<file path="config.mk">
export PLATFORM = sky130hd
export DESIGN_NAME = ata_pio_lba28_read_sequencer
export DESIGN_NICKNAME = d
export VERILOG_FILES = /design/src/hw/rtl/atapio_pkg.sv /design/src/hw/rtl/atapio_regs.sv /design/src/hw/rtl/atapio_ireg.sv /design/src/hw/rtl/atapio_core.sv /design/src/hw/rtl/atapio_obuf.sv /design/src/hw/rtl/ata_pio_lba28_read_sequencer.sv
export SDC_FILE = /design/constraint.sdc
export NUM_CORES = 1
export LEC_CHECK = 0
export BUFFER_PORTS_ARGS = -buffer_cell sky130_fd_sc_hd__clkbuf_2
export CAP_MARGIN = 25
export CORE_AREA = 4 4 168 236
export DETAILED_ROUTE_END_ITERATION = 10
export DIE_AREA = 0 0 172 240
export PLACE_DENSITY = 0.76
export REMOVE_ABC_BUFFERS = 1
export SLEW_MARGIN = 20
export SYNTH_ARGS = -nofsm -noshare
export SYNTH_HDL_FRONTEND = slang
export SYNTH_SLANG_ARGS = --single-unit
</file>
<file path="constraint.sdc">
create_clock -name clk_i -period 4.55 [get_ports clk_i]
set_input_delay 0.91 -clock clk_i [delete_from_list [all_inputs] [get_ports clk_i]]
set_output_delay 0.91 -clock clk_i [all_outputs]
set_load 0.02 [all_outputs]
</file>
<file path="src/hw/rtl/atapio_pkg.sv">
// ----------------------------------------------------------------------------
// ATA PIO read sequencer package
// Shared types, register map, status bits and result builders.
// ----------------------------------------------------------------------------
package atapio_pkg;

  localparam int unsigned WORDS_PER_SECTOR = 128;
  localparam int unsigned MAX_SECTORS      = 256;
  localparam int unsigned DWORD_W          = $clog2(WORDS_PER_SECTOR);
  localparam int unsigned RES_MAX          = 6;
  localparam int unsigned RES_CNT_W        = $clog2(RES_MAX + 1);

  localparam int unsigned PADDR_W = 3;
  localparam int unsigned PDATA_W = 32;

  localparam logic REG_TIMEOUT = 1'b0;
  localparam logic REG_IO_BASE = 1'b1;

  localparam logic [19:0] TIMEOUT_RESET = 20'd1000000;
  localparam logic [15:0] IO_BASE_RESET = 16'h01F0;

  localparam logic [2:0] OFF_DATA    = 3'd0;
  localparam logic [2:0] OFF_COUNT   = 3'd2;
  localparam logic [2:0] OFF_LBA_LO  = 3'd3;
  localparam logic [2:0] OFF_LBA_MID = 3'd4;
  localparam logic [2:0] OFF_LBA_HI  = 3'd5;
  localparam logic [2:0] OFF_DRIVE   = 3'd6;
  localparam logic [2:0] OFF_CMDSTAT = 3'd7;

  localparam logic [7:0] DRIVE_LBA   = 8'hE0;
  localparam logic [7:0] CMD_READ    = 8'h20;
  localparam logic [3:0] LBA_TOP_MSK = 4'h0F;

  localparam int unsigned ST_ERR_BIT = 0;
  localparam int unsigned ST_DRQ_BIT = 3;
  localparam int unsigned ST_BSY_BIT = 7;

  localparam logic CMD_START    = 1'b0;
  localparam logic CMD_RESPONSE = 1'b1;

  typedef enum logic [1:0] {
    ACC_NONE       = 2'd0,
    ACC_BYTE_WRITE = 2'd1,
    ACC_BYTE_READ  = 2'd2,
    ACC_DWORD_READ = 2'd3
  } access_e;

  typedef enum logic [1:0] {
    RC_OK          = 2'd0,
    RC_BAD_COUNT   = 2'd1,
    RC_BSY_TIMEOUT = 2'd2,
    RC_DRQ_FAIL    = 2'd3
  } result_e;

  typedef enum logic [2:0] {
    PH_IDLE  = 3'd0,
    PH_BSY   = 3'd1,
    PH_DUMMY = 3'd2,
    PH_DRQ   = 3'd3,
    PH_DATA  = 3'd4
  } phase_e;

  typedef struct packed {
    logic        command;
    logic [27:0] start_sector;
    logic [8:0]  sector_count;
    logic [31:0] read_value;
  } in_word_t;

  typedef struct packed {
    logic [1:0]  access_kind;
    logic [15:0] port_address;
    logic [7:0]  write_byte;
    logic        data_valid;
    logic [31:0] data_word;
    logic [14:0] buffer_index;
    logic        done_res;
    logic [1:0]  result_code;
    logic        last;
  } out_word_t;

  typedef out_word_t [RES_MAX-1:0] res_list_t;

  typedef struct packed {
    logic [RES_CNT_W-1:0] count;
    res_list_t            res;
  } bank_load_t;

  function automatic out_word_t res_access(access_e kind, logic [2:0] off,
                                           logic [7:0] wbyte, logic last,
                                           logic [15:0] base);
    out_word_t r;
    r              = '0;
    r.access_kind  = kind;
    r.port_address = base + {13'd0, off};
    r.write_byte   = wbyte;
    r.last         = last;
    return r;
  endfunction

  function automatic out_word_t res_data(logic [31:0] word, logic [14:0] idx,
                                         logic last);
    out_word_t r;
    r              = '0;
    r.data_valid   = 1'b1;
    r.data_word    = word;
    r.buffer_index = idx;
    r.last         = last;
    return r;
  endfunction

  function automatic out_word_t res_done(result_e code);
    out_word_t r;
    r             = '0;
    r.done_res    = 1'b1;
    r.result_code = code;
    r.last        = 1'b1;
    return r;
  endfunction

endpackage

</file>
<file path="src/hw/rtl/atapio_regs.sv">
// ----------------------------------------------------------------------------
// ATA PIO configuration registers
// APB-style register file holding the poll limit and the I/O base port.
// ----------------------------------------------------------------------------
module atapio_regs import atapio_pkg::*; (
  input  logic               clk_i,
  input  logic               rst_ni,
  input  logic               psel,
  input  logic               penable,
  input  logic               pwrite,
  input  logic [PADDR_W-1:0] paddr,
  input  logic [PDATA_W-1:0] pwdata,
  output logic [PDATA_W-1:0] prdata,
  output logic               pready,
  output logic [19:0]        timeout_o,
  output logic [15:0]        io_base_o
);

  logic [19:0] timeout_q;
  logic [15:0] io_base_q;
  logic        wr_en;
  logic        reg_sel;

  assign pready  = 1'b1;
  assign wr_en   = psel && penable && pwrite && pready;
  assign reg_sel = paddr[2];

  always_ff @(posedge clk_i or negedge rst_ni) begin
    if (!rst_ni) begin
      timeout_q <= TIMEOUT_RESET;
      io_base_q <= IO_BASE_RESET;
    end else if (wr_en) begin
      unique case (reg_sel)
        REG_TIMEOUT: timeout_q <= pwdata[19:0];
        REG_IO_BASE: io_base_q <= pwdata[15:0];
        default: ;
      endcase
    end
  end

  always_comb begin
    unique case (reg_sel)
      REG_TIMEOUT: prdata = {12'd0, timeout_q};
      REG_IO_BASE: prdata = {16'd0, io_base_q};
      default:     prdata = '0;
    endcase
  end

  assign timeout_o = timeout_q;
  assign io_base_o = io_base_q;

endmodule

</file>
<file path="src/hw/rtl/atapio_ireg.sv">
// ----------------------------------------------------------------------------
// ATA PIO input register
// Holds one accepted input word until the sequencer core takes it.
// ----------------------------------------------------------------------------
module atapio_ireg import atapio_pkg::*; (
  input  logic     clk_i,
  input  logic     rst_ni,
  input  logic     in_valid_i,
  output logic     in_stall_o,
  input  in_word_t in_word_i,
  input  logic     take_i,
  output logic     valid_o,
  output in_word_t word_o
);

  logic     valid_q;
  logic     valid_d;
  in_word_t word_q;
  logic     accept;

  assign in_stall_o = valid_q && !take_i;
  assign accept     = in_valid_i && !in_stall_o;

  always_comb begin
    valid_d = valid_q;
    if (accept) begin
      valid_d = 1'b1;
    end else if (take_i) begin
      valid_d = 1'b0;
    end
  end

  always_ff @(posedge clk_i or negedge rst_ni) begin
    if (!rst_ni) begin
      valid_q <= 1'b0;
    end else begin
      valid_q <= valid_d;
    end
  end

  always_ff @(posedge clk_i) begin
    if (accept) begin
      word_q <= in_word_i;
    end
  end

  assign valid_o = valid_q;
  assign word_o  = word_q;

endmodule

</file>
<file path="src/hw/rtl/atapio_core.sv">
// ----------------------------------------------------------------------------
// ATA PIO sequencer core
// Protocol state and the decision logic that turns one input word into the
// list of bus accesses, data words and completion that it causes.
// ----------------------------------------------------------------------------
module atapio_core import atapio_pkg::*; (
  input  logic        clk_i,
  input  logic        rst_ni,
  input  logic        take_i,
  input  in_word_t    word_i,
  input  logic [19:0] timeout_i,
  input  logic [15:0] io_base_i,
  output bank_load_t  load_o
);

  phase_e             phase_q, phase_d;
  logic [19:0]        poll_q, poll_d;
  logic [27:0]        sector_q, sector_d;
  logic [7:0]         count_q, count_d;
  logic [8:0]         left_q, left_d;
  logic [DWORD_W-1:0] dword_q, dword_d;
  logic [14:0]        bufpos_q, bufpos_d;
  logic               ignored_q, ignored_d;

  logic [7:0] st;
  logic       st_bsy;
  logic       st_drq;
  logic       st_err;
  logic       bad_count;
  logic       exhausted;
  logic       last_dword;
  logic       last_sector;
  logic       is_start;

  assign st          = word_i.read_value[7:0];
  assign st_bsy      = st[ST_BSY_BIT];
  assign st_drq      = st[ST_DRQ_BIT];
  assign st_err      = st[ST_ERR_BIT];
  assign is_start    = (word_i.command == CMD_START);
  assign bad_count   = (word_i.sector_count == 9'd0) ||
                       (word_i.sector_count > 9'(MAX_SECTORS));
  assign exhausted   = (poll_q >= timeout_i);
  assign last_dword  = (dword_q == DWORD_W'(WORDS_PER_SECTOR - 1));
  assign last_sector = (left_q == 9'd1);

  always_comb begin
    phase_d = phase_q;
    if (take_i) begin
      if (is_start) begin
        if (phase_q == PH_IDLE && !bad_count) begin
          phase_d = PH_BSY;
        end
      end else begin
        unique case (phase_q)
          PH_IDLE: ;
          PH_BSY: begin
            if (!st_bsy) begin
              phase_d = PH_DUMMY;
            end else if (exhausted) begin
              phase_d = PH_IDLE;
            end
          end
          PH_DUMMY: begin
            if (ignored_q) begin
              phase_d = PH_DRQ;
            end
          end
          PH_DRQ: begin
            if (st_err) begin
              phase_d = PH_IDLE;
            end else if (!st_bsy && st_drq) begin
              phase_d = PH_DATA;
            end else if (exhausted) begin
              phase_d = PH_IDLE;
            end
          end
          PH_DATA: begin
            if (last_dword) begin
              phase_d = last_sector ? PH_IDLE : PH_DRQ;
            end
          end
          default: phase_d = PH_IDLE;
        endcase
      end
    end
  end

  always_comb begin
    load_o    = '0;
    poll_d    = poll_q;
    sector_d  = sector_q;
    count_d   = count_q;
    left_d    = left_q;
    dword_d   = dword_q;
    bufpos_d  = bufpos_q;
    ignored_d = ignored_q;
    if (take_i) begin
      if (is_start) begin
        if (phase_q == PH_IDLE) begin
          if (bad_count) begin
            load_o.count  = RES_CNT_W'(1);
            load_o.res[0] = res_done(RC_BAD_COUNT);
          end else begin
            sector_d      = word_i.start_sector;
            count_d       = word_i.sector_count[7:0];
            left_d        = word_i.sector_count;
            dword_d       = '0;
            bufpos_d      = '0;
            ignored_d     = 1'b0;
            poll_d        = 20'd1;
            load_o.count  = RES_CNT_W'(2);
            load_o.res[0] = res_access(ACC_BYTE_WRITE, OFF_DRIVE,
                                       DRIVE_LBA | {4'd0, word_i.start_sector[27:24] &
                                                    LBA_TOP_MSK},
                                       1'b0, io_base_i);
            load_o.res[1] = res_access(ACC_BYTE_READ, OFF_CMDSTAT, 8'd0, 1'b1, io_base_i);
          end
        end
      end else begin
        unique case (phase_q)
          PH_IDLE: ;
          PH_BSY: begin
            if (!st_bsy) begin
              ignored_d     = 1'b0;
              load_o.count  = RES_CNT_W'(6);
              load_o.res[0] = res_access(ACC_BYTE_WRITE, OFF_COUNT, count_q, 1'b0,
                                         io_base_i);
              load_o.res[1] = res_access(ACC_BYTE_WRITE, OFF_LBA_LO, sector_q[7:0], 1'b0,
                                         io_base_i);
              load_o.res[2] = res_access(ACC_BYTE_WRITE, OFF_LBA_MID, sector_q[15:8],
                                         1'b0, io_base_i);
              load_o.res[3] = res_access(ACC_BYTE_WRITE, OFF_LBA_HI, sector_q[23:16],
                                         1'b0, io_base_i);
              load_o.res[4] = res_access(ACC_BYTE_WRITE, OFF_CMDSTAT, CMD_READ, 1'b0,
                                         io_base_i);
              load_o.res[5] = res_access(ACC_BYTE_READ, OFF_CMDSTAT, 8'd0, 1'b1,
                                         io_base_i);
            end else if (exhausted) begin
              load_o.count  = RES_CNT_W'(1);
              load_o.res[0] = res_done(RC_BSY_TIMEOUT);
            end else begin
              poll_d        = poll_q + 20'd1;
              load_o.count  = RES_CNT_W'(1);
              load_o.res[0] = res_access(ACC_BYTE_READ, OFF_CMDSTAT, 8'd0, 1'b1,
                                         io_base_i);
            end
          end
          PH_DUMMY: begin
            load_o.count  = RES_CNT_W'(1);
            load_o.res[0] = res_access(ACC_BYTE_READ, OFF_CMDSTAT, 8'd0, 1'b1, io_base_i);
            ignored_d     = 1'b1;
            if (ignored_q) begin
              poll_d = 20'd1;
            end
          end
          PH_DRQ: begin
            load_o.count = RES_CNT_W'(1);
            if (st_err) begin
              load_o.res[0] = res_done(RC_DRQ_FAIL);
            end else if (!st_bsy && st_drq) begin
              dword_d       = '0;
              load_o.res[0] = res_access(ACC_DWORD_READ, OFF_DATA, 8'd0, 1'b1,
                                         io_base_i);
            end else if (exhausted) begin
              load_o.res[0] = res_done(RC_DRQ_FAIL);
            end else begin
              poll_d        = poll_q + 20'd1;
              load_o.res[0] = res_access(ACC_BYTE_READ, OFF_CMDSTAT, 8'd0, 1'b1,
                                         io_base_i);
            end
          end
          PH_DATA: begin
            load_o.count  = RES_CNT_W'(2);
            load_o.res[0] = res_data(word_i.read_value, bufpos_q, 1'b0);
            bufpos_d      = bufpos_q + 15'd1;
            if (last_dword) begin
              dword_d = '0;
              left_d  = left_q - 9'd1;
              if (last_sector) begin
                load_o.res[1] = res_done(RC_OK);
              end else begin
                poll_d        = 20'd1;
                load_o.res[1] = res_access(ACC_BYTE_READ, OFF_CMDSTAT, 8'd0, 1'b1,
                                           io_base_i);
              end
            end else begin
              dword_d       = dword_q + DWORD_W'(1);
              load_o.res[1] = res_access(ACC_DWORD_READ, OFF_DATA, 8'd0, 1'b1,
                                         io_base_i);
            end
          end
          default: ;
        endcase
      end
    end
  end

  always_ff @(posedge clk_i or negedge rst_ni) begin
    if (!rst_ni) begin
      phase_q   <= PH_IDLE;
      poll_q    <= '0;
      sector_q  <= '0;
      count_q   <= '0;
      left_q    <= '0;
      dword_q   <= '0;
      bufpos_q  <= '0;
      ignored_q <= 1'b0;
    end else begin
      phase_q   <= phase_d;
      poll_q    <= poll_d;
      sector_q  <= sector_d;
      count_q   <= count_d;
      left_q    <= left_d;
      dword_q   <= dword_d;
      bufpos_q  <= bufpos_d;
      ignored_q <= ignored_d;
    end
  end

endmodule

</file>
<file path="src/hw/rtl/atapio_obuf.sv">
// ----------------------------------------------------------------------------
// ATA PIO result buffer
// Registered list of the words caused by one input word, shifted out one
// word per output handshake.
// ----------------------------------------------------------------------------
module atapio_obuf import atapio_pkg::*; (
  input  logic       clk_i,
  input  logic       rst_ni,
  input  logic       load_en_i,
  input  bank_load_t load_i,
  output logic       free_o,
  output logic       out_valid_o,
  input  logic       out_stall_i,
  output out_word_t  out_word_o
);

  logic [RES_CNT_W-1:0] cnt_q, cnt_d;
  res_list_t            res_q, res_d;
  logic                 pop;

  assign out_valid_o = (cnt_q != '0);
  assign pop         = out_valid_o && !out_stall_i;
  assign free_o      = (cnt_q == '0) || ((cnt_q == RES_CNT_W'(1)) && pop);
  assign out_word_o  = res_q[0];

  always_comb begin
    cnt_d = cnt_q;
    res_d = res_q;
    if (load_en_i) begin
      cnt_d = load_i.count;
      res_d = load_i.res;
    end else if (pop) begin
      cnt_d = cnt_q - RES_CNT_W'(1);
      for (int i = 0; i < RES_MAX - 1; i++) begin
        res_d[i] = res_q[i+1];
      end
    end
  end

  always_ff @(posedge clk_i or negedge rst_ni) begin
    if (!rst_ni) begin
      cnt_q <= '0;
    end else begin
      cnt_q <= cnt_d;
    end
  end

  always_ff @(posedge clk_i) begin
    res_q <= res_d;
  end

endmodule

</file>
<file path="src/hw/rtl/ata_pio_lba28_read_sequencer.sv">
// ----------------------------------------------------------------------------
// ATA PIO LBA28 read-sectors sequencer
// Host-side engine that issues the PIO read protocol one bus access at a time.
// ----------------------------------------------------------------------------
// The input channel carries start requests and the responses to bus reads.
// The output channel carries one word per bus access, sector dword or
// completion; the last word caused by an input word has last set. After
// each bus read the engine waits for its response as the next input word.
// An accepted input word waits in the input register until the result
// buffer is free, then the core writes its whole result list (up to six
// words) into the result buffer. The buffer sends one word per cycle while
// the receiver does not stall. A new input word is accepted while the
// previous results are still being sent. When the receiver stalls, the
// buffer holds its word and the input side stalls once the input register
// is full. Reset returns the engine to idle with cleared counters and the
// registers at their defaults (one million polls, base port 0x1F0). The
// user must see that registers are written only while the engine is idle;
// the block itself does not enforce this.
// ----------------------------------------------------------------------------
module ata_pio_lba28_read_sequencer import atapio_pkg::*; (
  input  logic               clk_i,
  input  logic               rst_ni,
  input  logic               in_valid_i,
  output logic               in_stall_o,
  input  in_word_t           in_word_i,
  output logic               out_valid_o,
  input  logic               out_stall_i,
  output out_word_t          out_word_o,
  input  logic               psel,
  input  logic               penable,
  input  logic               pwrite,
  input  logic [PADDR_W-1:0] paddr,
  input  logic [PDATA_W-1:0] pwdata,
  output logic [PDATA_W-1:0] prdata,
  output logic               pready
);

  logic        timeout_unused;
  logic [19:0] timeout;
  logic [15:0] io_base;
  logic        stage_valid;
  in_word_t    stage_word;
  logic        buf_free;
  logic        take;
  bank_load_t  load;

  assign timeout_unused = 1'b0;
  assign take = stage_valid && buf_free && !timeout_unused;

  atapio_regs u_regs (
    .clk_i     (clk_i),
    .rst_ni    (rst_ni),
    .psel      (psel),
    .penable   (penable),
    .pwrite    (pwrite),
    .paddr     (paddr),
    .pwdata    (pwdata),
    .prdata    (prdata),
    .pready    (pready),
    .timeout_o (timeout),
    .io_base_o (io_base)
  );

  atapio_ireg u_ireg (
    .clk_i      (clk_i),
    .rst_ni     (rst_ni),
    .in_valid_i (in_valid_i),
    .in_stall_o (in_stall_o),
    .in_word_i  (in_word_i),
    .take_i     (take),
    .valid_o    (stage_valid),
    .word_o     (stage_word)
  );

  atapio_core u_core (
    .clk_i     (clk_i),
    .rst_ni    (rst_ni),
    .take_i    (take),
    .word_i    (stage_word),
    .timeout_i (timeout),
    .io_base_i (io_base),
    .load_o    (load)
  );

  atapio_obuf u_obuf (
    .clk_i       (clk_i),
    .rst_ni      (rst_ni),
    .load_en_i   (take),
    .load_i      (load),
    .free_o      (buf_free),
    .out_valid_o (out_valid_o),
    .out_stall_i (out_stall_i),
    .out_word_o  (out_word_o)
  );

endmodule

</file>
==> results.md <==
* Status: complete, no violations
* CP startpoint kind: flop
* Setup CP Type: reg2reg
* Fin. max-slew vios at 0
* Worst reg2reg path startpoint: u_regs.timeout_o[18]
* Seq/Total Area, Yosys at 56.31%
* DR vias/cell at 5.926
* Root buf cell: clkbuf_16
* Design area at 0.02168 sq mm
* Chip width at 172 um
* Internal at 8.707 mW
* Initial antenna violation count at 1
* Final setup viols at 0
* CP Max Fanout at 8
* Final period util at 71.35%
* # resized after CTS at 0
* Core Area at 0.03742 sq mm
* Post-CTS Hold Buffers at 0
* Layout cells sized above 1 at 19.15%
* Seq pwr share at 44.9%
* DR vias at 14,407
* Total of max-cap violations at 0
* Net Sw Frac at 37.67%
* Final WL at 48.67 mm
* Post-route ant nets at 0
* Routed len/inst at 20.02 um
* Total Power at 13.97 mW
* Std-Cell Rows at 84
* Count leader, synth: nand2_1
* # port buffers at 197
* IO Pins at 225
* Cells after Synth at 1,857
* Layout Skew at 26.88 ps
* Combinational Power Share at 33.7%
* Worst hold slack at 374.9 ps
* Setup Fix Bufs, Post-CTS at 0
* Global route total overflow at 0
* Synth-to-Final Area Change at 10.07%
* List of most frequent post-synthesis cells: nand2_1, edfxtp_1, o21ai_0
* Die height at 240 um
* Crit path DAT at 3560 ps
* Min Tclk post-route at 3246 ps
* Synth area leaders: edfxtp_1, dfrtp_1, nand2_1
* Fillcell total at 3,143
* VDD IR max at 0.3887 mV
* Async SR Flop Fraction at 32.56%
* Seq cells post-synth at 390
* Switching pwr at 5.261 mW
* Global-route wire length before repair at 76.86 mm
* Vias in the first global route at 14,144
* Required time worst endpoint at 4860 ps
* DRC at 0
* DRT iter0 DRCs at 1,295
* Antenna Cells at 0
* Critical Path Source: u_regs.timeout_o[18]
* Fin cells at 2,431
* DPL Wire Length at 32.92 mm
* Full die area at 0.04128 sq mm
* CTS Buf Count at 37
* Final Hold Viols at 0
* Largest net degree at the start of global routing at 151
* RSZ-0062 raised after global routing: false
* Clock share of power at 21.4%
* Area after DPL at 0.02052 sq mm
* Inst Count DP at 2,363
* Layout Nets at 2,078
* Area leader, netlist: edfxtp_1
* Crit. End Element: flop
* Final GP Congestion at 0.9198
* Top FF cell, synth: edfxtp_1
* H-tree depth at 2
* R2R depth at 9
* CTS max path bufs at 3
* Headroom to the max-slew limit at 38.20%
* Worst min path class: in2async
* Top cell type's share of synthesized area at 40.10%
* Worst-Margin Slew at 924.2 ps
* Post-synth cell types at 84
* Skew-Pair Late Insertion Delay at 550 ps
* Post-Syn Area at 0.01970 sq mm
* DRT Pass-1 Iters at 6
* Post-synth EDFFs at 263
* Synth warnings at 0
* Fmax at 308.0 MHz
* Initial Util at 52.64%
* Clock transition at path regs at 60 ps
* LEAKAGE at 8.970 nW
* CTS tree: built
* Global-route usage over all layers at 23.30%
* Pwr dens at 644.3 mW/mm^2
* Mean Syn Cell Area at 10.61 sq um
* Clock sink total at 390
[power groups by stage]
| stage | Sequential [mW] | Combinational, mW | Clock [mW] |
|---|---|---|---|
| floorplan | 6.62 | 2.69 | 0 |
| global placement | 6.28 | 4.54 | 0 |
| detailed placement | 6.33 | 4.69 | 0 |
| CTS | 6.27 | 4.71 | 3.04 |
| global route | 6.41 | 5.18 | 3.20 |
| finish | 6.28 | 4.71 | 2.98 |
[per-layer routing]
layer	part of all wire, %	GRT usage [%]
met3	7.4	5.000
met1	39	29.64
met2	50	39.13
met4	3.8	8.866
met5	0.027	0
[worst max-delay path, stage by stage (launching register included)]
cell      delay, ps
dfstp_2         520
inv_1            60
ha_1            340
a21oi_1         180
nand2_1          80
a221oi_1        560
o211ai_1        210
buf_4           220
o21a_1          410
o31ai_1         440
[per-stage QoR]
| stage | worst slack, ps | setup TNS [ps] | util, % |
|---|---|---|---|
| 2_1_floorplan | -4013 | -1303860 | - |
| 3_3_place_gp | 1351 | 0 | 54.81 |
| 3_5_place_dp | 1339 | 0 | 54.83 |
| 4_1_cts | 1388 | 0 | 57.94 |
| 5_1_grt | 1175 | 0 | 57.94 |
| 6_report | 1304 | 0 | 57.94 |
[cell type report]
class                           instances  area, sq um  share of cell area, %
Sequential cell                       390        11090                  51.16
Clock buffer                           47         1013                  4.675
Timing Repair Buffer                  234         1295                  5.974
Multi-Input combinational cell       1223         7375                  34.02
Tap cell                              473        591.8                  2.730
Inverter                               43        163.9                 0.7561
Clock inverter                         21        148.9                 0.6868
[worst paths after layout]
check	to	slack (ps)
setup / recovery	u_obuf.out_word_o[60]	1300
hold / removal	u_regs.io_base_o[12]	370
setup reg to reg	u_obuf.out_word_o[60]	1300
hold reg to reg	u_core.sector_q[18]	440
max in group asynchronous	u_core.left_q[2]	3210
min in group clk_i	u_core.sector_q[18]	440
[registers in the layout, indices dropped and copies added (netlist names)]
name	cells
u_core.ignored_q	1
u_core.count_q	8
u_ireg.word_o	70
u_core.poll_q	20
u_core.phase_q	3
u_core.dword_q	7
u_obuf.res_q	115
u_core.sector_q	24
u_obuf.cnt_q	3
u_regs.io_base_o	16
u_core.left_q	9
u_ireg.valid_o	1
u_core.bufpos_q	15
u_regs.timeout_o	20
u_obuf.out_word_o	78
[cells in the final DEF (no fill, tap or decap), types with 49 or more instances in the layout]
| master | synthesis | layout |
|---|---|---|
| nand3_1 | 56 | 56 |
| dfrtp_1 | 115 | 115 |
| o21ai_0 | 118 | 118 |
| nand2_1 | 313 | 312 |
| and3_1 | 64 | 64 |
| edfxtp_1 | 263 | 263 |
| nor2_1 | 116 | 115 |
| a21oi_1 | 54 | 54 |
| xnor2_1 | 49 | 49 |
| clkbuf_2 | 0 | 196 |
[cells by family after synthesis]
family                   synth area share, %
AND/OR/NAND/NOR                        16.34
flip-flops                             56.31
AO/OA/AOI/OAI                          12.13
buffers and inverters                  6.664
XOR/XNOR                               3.024
multiplexers                           3.138
adder cells (fa/ha/maj)                2.351
other                                0.03813
No activity file was read; power rests on OpenSTA's default activity.
